[src/hw/rtl/sfla_pkg.sv]
package sfla_pkg;

  localparam int SLOTS      = 256;
  localparam int SLOT_W     = $clog2(SLOTS);
  localparam int LINK_W     = SLOT_W + 1;
  localparam int CNT_W      = SLOT_W + 1;
  localparam int OFF_W      = 21;
  localparam int SIZE_W     = 13;
  localparam int START_W    = 16;
  localparam int MAX_ITEM   = 4096;
  localparam int CFG_IDX_W  = 2;
  localparam int CFG_DATA_W = 16;

  localparam logic CMD_ALLOC = 1'b0;
  localparam logic CMD_FREE  = 1'b1;

  localparam logic [1:0] STATUS_OK        = 2'd0;
  localparam logic [1:0] STATUS_NO_SLOT   = 2'd1;
  localparam logic [1:0] STATUS_NOT_TAKEN = 2'd2;
  localparam logic [1:0] STATUS_RANGE     = 2'd3;

  localparam logic [CFG_IDX_W-1:0] CFG_NODE_COUNT = 2'd0;
  localparam logic [CFG_IDX_W-1:0] CFG_SLOT_BYTES = 2'd1;
  localparam logic [CFG_IDX_W-1:0] CFG_DATA_START = 2'd2;

  typedef struct packed {
    logic             command;
    logic [OFF_W-1:0] free_offset;
  } req_t;

  typedef struct packed {
    logic [1:0]       status;
    logic [7:0]       slot_index;
    logic [OFF_W-1:0] slot_offset;
    logic [CNT_W-1:0] used_slots;
    logic             is_full;
    logic             is_empty;
  } rsp_t;

  typedef struct packed {
    logic              rd_en;
    logic [SLOT_W-1:0] rd_addr;
    logic              wr_en;
    logic [SLOT_W-1:0] wr_addr;
    logic [LINK_W-1:0] wr_data;
  } lnk_cmd_t;

endpackage

[src/hw/rtl/sfla_link_ram.sv]
module sfla_link_ram (
  input  logic                         clk,
  input  logic                         rst,
  input  logic                         clear,
  input  logic [sfla_pkg::CNT_W-1:0]   node_count,
  input  sfla_pkg::lnk_cmd_t           cmd,
  output logic [sfla_pkg::LINK_W-1:0]  rd_data
);
  import sfla_pkg::*;

  logic [LINK_W-1:0] mem [SLOTS];
  logic [SLOTS-1:0]  valid;
  logic [LINK_W-1:0] mem_q;
  logic              valid_q;
  logic [SLOT_W-1:0] addr_q;
  logic [LINK_W-1:0] next_link;
  logic [LINK_W-1:0] init_link;

  always_ff @(posedge clk) begin
    if (cmd.wr_en) begin
      mem[cmd.wr_addr] <= cmd.wr_data;
    end
    if (cmd.rd_en) begin
      mem_q  <= mem[cmd.rd_addr];
      addr_q <= cmd.rd_addr;
    end
  end

  always_ff @(posedge clk) begin
    if (rst || clear) begin
      valid   <= '0;
      valid_q <= 1'b0;
    end else begin
      if (cmd.wr_en) begin
        valid[cmd.wr_addr] <= 1'b1;
      end
      if (cmd.rd_en) begin
        valid_q <= valid[cmd.rd_addr];
      end
    end
  end

  // An entry never written since the chain was formed links to its successor.
  assign next_link = {1'b0, addr_q} + LINK_W'(1);
  assign init_link = (next_link < node_count) ? next_link : LINK_W'(SLOTS);
  assign rd_data   = valid_q ? mem_q : init_link;

endmodule

[src/hw/rtl/sfla_div.sv]
module sfla_div (
  input  logic                        clk,
  input  logic                        rst,
  input  logic                        start,
  input  logic [sfla_pkg::OFF_W-1:0]  dividend,
  input  logic [sfla_pkg::SIZE_W-1:0] divisor,
  output logic                        done,
  output logic [sfla_pkg::OFF_W:0]    quotient
);
  import sfla_pkg::*;

  localparam int DIV_W     = OFF_W + 1;
  localparam int DIV_STEPS = DIV_W / 2;
  localparam int STEP_W    = $clog2(DIV_STEPS);
  localparam logic [STEP_W-1:0] LAST_STEP = STEP_W'(DIV_STEPS - 1);

  logic [DIV_W-1:0]  work;
  logic [SIZE_W-1:0] rem;
  logic [SIZE_W-1:0] dvsr;
  logic [STEP_W-1:0] step;
  logic              busy;
  logic [DIV_W-1:0]  work_next;
  logic [SIZE_W-1:0] rem_next;

  // Two restoring steps per cycle; quotient bits shift in as dividend bits shift out.
  always_comb begin
    logic [SIZE_W:0] sh;
    rem_next  = rem;
    work_next = work;
    for (int k = 0; k < 2; k++) begin
      sh        = {rem_next, work_next[DIV_W-1]};
      work_next = {work_next[DIV_W-2:0], 1'b0};
      if (sh >= {1'b0, dvsr}) begin
        sh           = sh - {1'b0, dvsr};
        work_next[0] = 1'b1;
      end
      rem_next = sh[SIZE_W-1:0];
    end
  end

  always_ff @(posedge clk) begin
    if (rst) begin
      busy <= 1'b0;
      done <= 1'b0;
      step <= '0;
    end else begin
      done <= 1'b0;
      if (start) begin
        busy <= 1'b1;
        step <= '0;
      end else if (busy) begin
        step <= step + STEP_W'(1);
        if (step == LAST_STEP) begin
          busy <= 1'b0;
          done <= 1'b1;
        end
      end
    end
  end

  always_ff @(posedge clk) begin
    if (start) begin
      work <= {1'b0, dividend};
      rem  <= '0;
      dvsr <= divisor;
    end else if (busy) begin
      work <= work_next;
      rem  <= rem_next;
    end
  end

  assign quotient = work;

endmodule

[src/hw/rtl/slab_free_list_allocator.sv]
// Slot allocator for one slab of equal-sized slots kept on a linked free list.
// Request channel: req_valid, req_stall and req carry a command (allocate or
// free) and, for a free, the byte offset of the slot. Response channel:
// rsp_valid, rsp_stall and rsp carry exactly one result per request: status,
// slot index, slot byte offset, used slot count and full/empty flags.
// An allocate reads the link table on transfer, updates the free head and marks
// the slot taken in S_ALLOC, then loads the response register in S_DONE; with no
// slot free it goes straight to S_DONE. The next request is taken once the response
// is loaded. A free runs the two-bit-per-cycle offset divider in S_DIV, then one link
// table read, a write-back in S_FREE if the slot was taken, and one load of the
// response register. It skips the divider when the offset lies below data_start and
// skips the link table when the slot lies outside the slab. The link table is a single
// memory with a registered read port, and one request is worked on at a time.
// A new request is taken once the previous result sits in the response
// register, so a stalled receiver holds that result and at most one more
// request; the block then waits until the response register frees.
// Configuration is to be written through cfg_wr_en, cfg_index and cfg_data only
// while the block is idle; the block does not enforce this. Writing node_count
// re-forms the free chain at once. Reset sets node_count 256, slot size 16 bytes,
// data_start 1024 and an empty slab with all slots free; no clearing pass is needed.
module slab_free_list_allocator (
  input  logic                              clk,
  input  logic                              rst,
  input  logic                              req_valid,
  output logic                              req_stall,
  input  sfla_pkg::req_t                    req,
  output logic                              rsp_valid,
  input  logic                              rsp_stall,
  output sfla_pkg::rsp_t                    rsp,
  input  logic                              cfg_wr_en,
  input  logic [sfla_pkg::CFG_IDX_W-1:0]    cfg_index,
  input  logic [sfla_pkg::CFG_DATA_W-1:0]   cfg_data
);
  import sfla_pkg::*;

  typedef enum logic [4:0] {
    S_IDLE  = 5'b00001,
    S_DIV   = 5'b00010,
    S_ALLOC = 5'b00100,
    S_FREE  = 5'b01000,
    S_DONE  = 5'b10000
  } state_t;

  state_t              state;
  logic [CNT_W-1:0]    node_count;
  logic [SIZE_W-1:0]   slot_bytes;
  logic [START_W-1:0]  data_start;
  logic [LINK_W-1:0]   free_head;
  logic [CNT_W-1:0]    used_count;
  logic [SLOT_W-1:0]   idx;
  logic [1:0]          res_status;
  logic [7:0]          res_index;
  logic [OFF_W-1:0]    res_offset;

  logic                accept;
  logic                below;
  logic [OFF_W-1:0]    diff;
  logic                head_ok;
  logic                div_start;
  logic                div_done;
  logic [OFF_W:0]      div_quo;
  logic                quo_ok;
  logic                free_ok;
  logic [LINK_W-1:0]   lnk_rd;
  lnk_cmd_t            lnk_cmd;
  logic [OFF_W-1:0]    prod;
  logic [OFF_W-1:0]    base;
  logic                rsp_load;
  logic                chain_reset;
  logic [CNT_W-1:0]    cfg_nodes;
  logic [SIZE_W-1:0]   cfg_size;

  assign req_stall = (state != S_IDLE);
  assign accept    = req_valid && !req_stall;
  assign below     = req.free_offset < OFF_W'(data_start);
  assign diff      = req.free_offset - OFF_W'(data_start);
  assign head_ok   = free_head < node_count;
  assign div_start = accept && (req.command == CMD_FREE) && !below;
  assign quo_ok    = div_quo < (OFF_W + 1)'(node_count);
  assign free_ok   = (lnk_rd == {1'b0, idx}) && (used_count != '0);
  assign prod      = {{(OFF_W-SIZE_W){1'b0}}, slot_bytes} * {{(OFF_W-SLOT_W){1'b0}}, idx};
  assign base      = OFF_W'(data_start) + prod;
  assign rsp_load  = (state == S_DONE) && (!rsp_valid || !rsp_stall);

  assign chain_reset = cfg_wr_en && (cfg_index == CFG_NODE_COUNT);

  always_comb begin
    if (cfg_data[CNT_W-1:0] == '0) begin
      cfg_nodes = CNT_W'(1);
    end else if (cfg_data[CNT_W-1:0] > CNT_W'(SLOTS)) begin
      cfg_nodes = CNT_W'(SLOTS);
    end else begin
      cfg_nodes = cfg_data[CNT_W-1:0];
    end
    if (cfg_data[SIZE_W-1:0] == '0) begin
      cfg_size = SIZE_W'(1);
    end else if (cfg_data[SIZE_W-1:0] > SIZE_W'(MAX_ITEM)) begin
      cfg_size = SIZE_W'(MAX_ITEM);
    end else begin
      cfg_size = cfg_data[SIZE_W-1:0];
    end
  end

  always_comb begin
    lnk_cmd = '0;
    unique case (state)
      S_IDLE: begin
        if (accept && (req.command == CMD_ALLOC) && head_ok) begin
          lnk_cmd.rd_en   = 1'b1;
          lnk_cmd.rd_addr = free_head[SLOT_W-1:0];
        end
      end
      S_DIV: begin
        if (div_done && quo_ok) begin
          lnk_cmd.rd_en   = 1'b1;
          lnk_cmd.rd_addr = div_quo[SLOT_W-1:0];
        end
      end
      S_ALLOC: begin
        lnk_cmd.wr_en   = 1'b1;
        lnk_cmd.wr_addr = idx;
        lnk_cmd.wr_data = {1'b0, idx};
      end
      S_FREE: begin
        if (free_ok) begin
          lnk_cmd.wr_en   = 1'b1;
          lnk_cmd.wr_addr = idx;
          lnk_cmd.wr_data = free_head;
        end
      end
      S_DONE: begin
      end
      default: begin
      end
    endcase
  end

  sfla_link_ram u_link_ram (
    .clk        (clk),
    .rst        (rst),
    .clear      (chain_reset),
    .node_count (node_count),
    .cmd        (lnk_cmd),
    .rd_data    (lnk_rd)
  );

  sfla_div u_div (
    .clk      (clk),
    .rst      (rst),
    .start    (div_start),
    .dividend (diff),
    .divisor  (slot_bytes),
    .done     (div_done),
    .quotient (div_quo)
  );

  always_ff @(posedge clk) begin
    if (rst) begin
      state      <= S_IDLE;
      node_count <= CNT_W'(SLOTS);
      slot_bytes <= SIZE_W'(16);
      data_start <= START_W'(1024);
      free_head  <= '0;
      used_count <= '0;
      rsp_valid  <= 1'b0;
    end else begin
      if (cfg_wr_en) begin
        unique case (cfg_index)
          CFG_NODE_COUNT: begin
            node_count <= cfg_nodes;
            free_head  <= '0;
            used_count <= '0;
          end
          CFG_SLOT_BYTES: begin
            slot_bytes <= cfg_size;
          end
          CFG_DATA_START: begin
            data_start <= cfg_data[START_W-1:0];
          end
          default: begin
          end
        endcase
      end

      unique case (state)
        S_IDLE: begin
          if (accept) begin
            if (req.command == CMD_ALLOC) begin
              state <= head_ok ? S_ALLOC : S_DONE;
            end else begin
              state <= below ? S_DONE : S_DIV;
            end
          end
        end
        S_DIV: begin
          if (div_done) begin
            state <= quo_ok ? S_FREE : S_DONE;
          end
        end
        S_ALLOC: begin
          free_head  <= lnk_rd;
          used_count <= used_count + CNT_W'(1);
          state      <= S_DONE;
        end
        S_FREE: begin
          if (free_ok) begin
            free_head  <= {1'b0, idx};
            used_count <= used_count - CNT_W'(1);
          end
          state <= S_DONE;
        end
        S_DONE: begin
          if (rsp_load) begin
            state <= S_IDLE;
          end
        end
        default: begin
          state <= S_IDLE;
        end
      endcase

      if (rsp_load) begin
        rsp_valid <= 1'b1;
      end else if (!rsp_stall) begin
        rsp_valid <= 1'b0;
      end
    end
  end

  always_ff @(posedge clk) begin
    unique case (state)
      S_IDLE: begin
        if (accept) begin
          idx        <= free_head[SLOT_W-1:0];
          res_index  <= '0;
          res_offset <= '0;
          res_status <= (req.command == CMD_ALLOC) ? STATUS_NO_SLOT : STATUS_RANGE;
        end
      end
      S_DIV: begin
        if (div_done) begin
          idx <= div_quo[SLOT_W-1:0];
        end
      end
      S_ALLOC: begin
        res_status <= STATUS_OK;
        res_index  <= 8'(idx);
        res_offset <= base;
      end
      S_FREE: begin
        res_status <= free_ok ? STATUS_OK : STATUS_NOT_TAKEN;
        res_index  <= 8'(idx);
        res_offset <= base;
      end
      S_DONE: begin
        if (rsp_load) begin
          rsp.status      <= res_status;
          rsp.slot_index  <= res_index;
          rsp.slot_offset <= res_offset;
          rsp.used_slots  <= used_count;
          rsp.is_full     <= (used_count == node_count);
          rsp.is_empty    <= (used_count == '0);
        end
      end
      default: begin
      end
    endcase
  end

endmodule

[config.mk]
export PLATFORM = sky130hd
export DESIGN_NAME = slab_free_list_allocator
export DESIGN_NICKNAME = d
export VERILOG_FILES = /design/src/hw/rtl/sfla_pkg.sv /design/src/hw/rtl/sfla_link_ram.sv /design/src/hw/rtl/sfla_div.sv /design/src/hw/rtl/slab_free_list_allocator.sv
export SDC_FILE = /design/constraint.sdc
export NUM_CORES = 2
export LEC_CHECK = 0
export BUFFER_PORTS_ARGS = -buffer_cell sky130_fd_sc_hd__buf_2
export CORE_UTILIZATION = 57
export DETAILED_ROUTE_END_ITERATION = 8
export PLACE_DENSITY_LB_ADDON = 0.12
export RECOVER_POWER = 100
export SLEW_MARGIN = 10
export SYNTH_ARGS = -nofsm -noshare
export SYNTH_HDL_FRONTEND = slang
export SYNTH_SLANG_ARGS = --single-unit
[constraint.sdc]
create_clock -name clk -period 14.7 [get_ports clk]
set_input_delay 2.94 -clock clk [delete_from_list [all_inputs] [get_ports clk]]
set_output_delay 2.94 -clock clk [all_outputs]
set_load 0.02 [all_outputs]
Word-level counts from Yosys, hierarchy flattened

Memories as Yosys holds them, arrays and structs flattened. A register that Yosys moved wholly into a read port is not among the register bits.
Index checks and enable logic that the tools add are counted.

Flip-flop bits (word level): 462
Memory bits (writable): 2304
Output and inout bits: 44
Memories: 1

Eq/ne operators: 15
Reductions and logical operators: 36
Add/sub/neg operators: 8
Bitwise logic cells: 3
Multiply operators: 1
Multiplexer cells: 56
$lt $le $gt $ge: 11

Memory list:

| memory         | words | width | rd ports | clocked after memory_dff | write ports | RTL line            | text |
|---|---|---|---|---|---|---|---|
| u_link_ram.mem | 256   | 9     | 1        | 1                        | 1           | sfla_link_ram.sv:11 | `logic [LINK_W-1:0] mem [SLOTS];` |

Operators with widths:

| kind                                                                  | count |
|---|---|
| 256-bit bitwise OR                                                    | 1 |
| 9-bit two-way mux                                                     | 12 |
| 21-bit two-way mux                                                    | 3 |
| 9-bit case mux with 2 select lines                                    | 3 |
| 13-bit two-way mux                                                    | 4 |
| 21-bit case mux with 2 select lines                                   | 1 |
| 18-bit case mux with 2 select lines                                   | 1 |
| 5-bit two-way mux                                                     | 7 |
| 8-bit case mux with 2 select lines                                    | 2 |
| 14-bit by 13-bit >= comparator with 1-bit output                      | 2 |
| 13-bit subtractor                                                     | 2 |
| 8-bit two-way mux                                                     | 3 |
| 22-bit by 9-bit < comparator with 1-bit output                        | 1 |
| 16-bit by 21-bit adder with 21-bit output                             | 1 |
| 21-bit by 16-bit < comparator with 1-bit output                       | 1 |
| 13-bit by 8-bit multiplier with 21-bit output                         | 1 |
| 21-bit by 16-bit subtractor with 21-bit output                        | 1 |
| 5-bit case mux with 4 select lines                                    | 1 |
| 9-bit zero test                                                       | 2 |
| 8-bit by 9-bit < comparator with 1-bit output (second input constant) | 2 |
| 9-bit < comparator                                                    | 2 |
| 18-bit two-way mux                                                    | 1 |
| 13-bit > comparator (second input constant)                           | 1 |
| 13-bit zero test                                                      | 1 |
| other kinds (36)                                                      | 74 |

Depth between registers and ports, before layout

Depth after elaboration: 13
Depth in mapped cells: 28

By module

A second synthesis with hierarchy kept.

Cell total of the unflattened synthesis: 6540
Area, all modules: 112979.6 um^2

By module, submodules not included:

| module                   | cells an instance | area an instance (um^2) | sequential area each (um^2) | instances |
|---|---|---|---|---|
| sfla_link_ram            | 4986              | 98142.9                 | 74841.8                     | 1 |
| slab_free_list_allocator | 1203              | 11227.0                 | 3673.5                      | 1 |
| sfla_div                 | 351               | 3609.7                  | 1421.4                      | 1 |

Worst setup path before layout

Ideal clock, no wire load.

Path kind: register to register
From: reg u_link_ram.addr_q[0]
To: mem u_link_ram.mem[0][5] (netlist bit), data pin
Slack: -601 ps
Clock period less this slack: 15301 ps
Cell stages (with the launch flop): 15
Arrival: 13112 ps
Buffers on the path: 1
Path through: edfxtp_1 -> ha_1 -> nand3_1 -> xor2_1 -> inv_1 -> ha_1 -> a21o_1 -> o21ai_1 -> a21oi_2 -> o311ai_0 -> or4bb_1 -> nor2_1 -> nand2_1 -> clkbuf_1 -> o21ai_0

RTL lines:

| element                  | RTL line            | text |
|---|---|---|
| start: declaration       | sfla_link_ram.sv:15 | `logic [SLOT_W-1:0] addr_q;` |
| start signal: assignment | sfla_link_ram.sv:25 | `addr_q <= cmd.rd_addr;` |
| end: declaration         | sfla_link_ram.sv:11 |  |

==> results.yml <==
synthesis:
  postSynthCellCount: 9448
  ys_dominant_reg_cell: "edfxtp_1"
  synth-edff-count: 2436
  seq_area_frac_synth_pct: 67.3
  async_flop_share_pct: 0
  yosys_warnings: 0
  synth_cell_types: 91
  synth.avg_cell_area_um2: 12.6
  synth_fp_nets: 9690
  synth_seq_cells: 2775
  syn_area_mm2: 0.119
clocking:
  cts.reportedPaths.clkPinSlew_ns: 0.06
  cts_tree: "done"
  worstSkewPairLatency_ns: 0.97
  postCtsSetupBuffers: 0
  cts_buffer_depth: 4
  postCtsResizedCells: 0
  ctsHoldBuffers: 0
  clock-sinks: 2775
  numCtsBuffers: 302
  cts_root_buf: "clkbuf_16"
  ctsHtreeMaxLevel: 5
setup_path:
  cp_common_cell: "clkbuf_1"
  crit_type: "flip-flop to flip-flop"
  crit_chain: "clkbuf_1 -> inv_1 -> a22o_1 -> o21ai_0 -> o211ai_1 -> nor4b_1 -> o31ai_1 -> or4_1 -> nor2_1 -> nand2_1 -> o22ai_1 -> clkbuf_1 -> buf_4"
  r2r_setup_slack_ns: 3.64
  cp.required_ns: 15.31
  slowest_delay_ns: 3.08
  crit_path_end_kind: "flip-flop"
  worstReg2RegEnd: "u_link_ram.mem[122][3]$_DFFE_PP_"
  critPathMaxFanout: 86
  slowest_stage: "clkbuf_1"
  r2r-start: "idx[0]$_DFFE_PP_"
  start_kind: "flip-flop"
  rr_worst_depth: 13
  crit_arrival_ns: 11.67
hold_path:
  hold_path_class: "flip-flop to flip-flop"
  min_path_cells: 0
  hold_path_end: "rsp[22]$_DFFE_PP_"
  hold_path_startpoint: "res_offset[11]$_SDFFCE_PP0P_"
global_routing:
  grt.total_usage_pct: 33.7
  grt_max_degree: 193
  antenna_found_initial: 21
  grt_pass1_vias: 75000
  grt_first_pass_wirelength_um: 519000
  grt_overflow: 0
timing:
  fin_crit_sh_pct: 75.3
  fin_crit_ns: 11.06
  finalSetupViolations: 0
  worst_slew_pin_slew_ns: 5.10
  rsz0062_at_grt: "false"
  fmax_ghz: 0.0904
  finalMaxSlewViolations: 1706
  fin_tns_setup_ns: 0
  skew_ns: 0.0516
  hold_viol: 0
  slew_headroom_pct: -244
detailed_routing:
  routed_wl_um: 359000
  drtAntennaViolNets: 0
  dr.pass1.iters: 7
  vias_per_cell: 6.41
  num_vias: 79700
  remaining_drc_errors: 0
  first_iter_violations: 11600
  wl_per_cell_um: 28.9
power_and_ir_drop:
  vdd_drop_max_uv: 142
  power_mw: 17.0
  p_per_area_mw_per_mm2: 130
  p_leak_nw: 47.2
finish:
  area.growth.synth_to_final_pct: 10.2
  stdcell_area_mm2: 0.131
  final_util_pct: 63.1
  mostFrequentLayoutCells: "edfxtp_1, nand2_1, nand3_1, mux2i_1, nor2_1"
  drive_above_1_share_pct: 6.84
  final_common_cell: "edfxtp_1"
  instances_no_fill: 12400
  nNetsFinal: 9660
floorplanning:
  coreArea_mm2: 0.207
  start_util_pct: 57.3
  die-width_um: 458
  io-pin-count: 89
  die_h_um: 458
  num_rows: 167
  dieArea_mm2: 0.210
outcome:
  violations: "capacitance limit, slew limit"
  status: "finished with violations"
placed_design:
  post_dp_cell_area_mm2: 0.122
  place_hpwl_um: 218000
  port-buffer-count: 88
  place_inst: 11900
  gp_congestion: 0.945
run:
  maxCapViolCount: 38
## flip-flops by register name (all words and copies together) (netlist names), 9 cells and up
| register | cells |
|---|---|
| u_div.rem | 13 |
| rsp | 42 |
| u_div.quotient | 22 |
| u_link_ram.valid | 256 |
| data_start | 16 |
| slot_bytes | 13 |
| used_count | 9 |
| free_head | 9 |
| u_link_ram.mem | 2304 |
| u_link_ram.mem_q | 9 |
| u_div.dvsr | 13 |
| res_offset | 21 |
| node_count | 9 |
## kinds of logic after synthesis
group / Yosys count / synth area share [%]
adders and majority gates: 197 / 2.61
and+or+nand+nor: 3831 / 14.0
muxes: 750 / 6.47
xor gates and xnor gates: 59 / 0.442
buffers and inverters: 779 / 2.70
AOI/OAI and AO/OA: 1057 / 6.40
DFF: 2775 / 67.3
## final cells by class
type | instances | area (µm²)
Multi-Input combinational cell | 5894 | 35800
Antenna cell | 2 | 5.00
Sequential cell | 2775 | 79900
Clock inverter | 115 | 1020
Clock buffer | 407 | 8260
Inverter | 206 | 781
Timing Repair Buffer | 239 | 1480
Fill cell | 15600 | 76300
Tap cell | 2788 | 3490
## through the flow
stage                     hold slack [ns]  setup slack, ns
after floorplan                     0.400             1.72
after global placement              0.403             5.75
after detailed placement            0.406             5.56
after CTS                           0.412             6.55
after global routing                0.423             3.30
final                               0.412             3.64
## per-layer routing
layer / part of all wire (%) / routed length (µm) / global-route usage [%]
met3: 12 / 42900 / 8.68
met1: 39 / 140000 / 47.0
met2: 44 / 158000 / 50.0
met5: 0.094 / 337 / 0.528
met4: 5.0 / 17800 / 15.1
## worst max-delay path: cells and delay by family (launching register included)
kind | cells | cell delay [ns]
compound gates | 5 | 2.44
buf+inv | 4 | 5.68
flops | 1 | 0.32
simple gates | 4 | 2.11
## synthesized netlist by cell type (11+ instances only)
library cell / number / share of area, %
fa_1: 85 / 1.4
and3_1: 108 / 0.57
nand3b_1: 17 / 0.11
a22o_1: 161 / 1.2
o21a_1: 85 / 0.54
buf_1: 80 / 0.25
a211oi_1: 40 / 0.25
dfxtp_1: 339 / 5.7
a31oi_1: 54 / 0.28
a311oi_1: 39 / 0.29
o22ai_1: 34 / 0.18
nand2_1: 1960 / 6.2
o211ai_1: 39 / 0.25
a22oi_1: 17 / 0.11
or3_1: 16 / 0.084
mux2_2: 57 / 0.54
nor2_1: 484 / 1.5
nand4_1: 41 / 0.22
o31ai_1: 35 / 0.22
a21boi_0: 14 / 0.089
a221oi_1: 18 / 0.13
a32o_1: 31 / 0.26
inv_1: 197 / 0.62
mux2i_1: 685 / 5.8
nor3_1: 67 / 0.28
xor2_1: 22 / 0.16
a32oi_1: 18 / 0.13
nand2b_1: 16 / 0.084
buf_2: 171 / 0.72
nand3_1: 986 / 4.2
clkbuf_1: 305 / 0.96
nor2b_1: 11 / 0.058
a21oi_1: 227 / 0.96
buf_4: 16 / 0.10
edfxtp_1: 2436 / 62
o311a_1: 14 / 0.12
ha_1: 112 / 1.2
xnor2_1: 36 / 0.27
and2_1: 65 / 0.34
a21o_1: 11 / 0.070
nor4_1: 22 / 0.12
o221ai_1: 20 / 0.15
o21ai_0: 103 / 0.43
## power breakdown
group,switching [mW],total (mW),internal (mW)
logic,0.713,1.07,0.359
registers,0.0622,8.63,8.56
clock network,3.02,7.26,4.24
## worst max-delay path by stage
stage / endpoint / depth (start not counted) / start
after floorplan: u_link_ram.mem[0][0]$_DFFE_PP_ / 4 / state[4]$_SDFFE_PP0P_
after global placement: u_link_ram.mem_q[1]$_DFFE_PP_ / 13 / req_valid
after detailed placement: u_link_ram.mem_q[1]$_DFFE_PP_ / 13 / req_valid
after CTS: u_link_ram.mem_q[1]$_DFFE_PP_ / 13 / req_valid
after global routing: u_link_ram.mem[102][6]$_DFFE_PP_ / 13 / idx[0]$_DFFE_PP_
final: u_link_ram.mem[122][3]$_DFFE_PP_ / 13 / idx[0]$_DFFE_PP_
(Power assumes the default switching activity.)
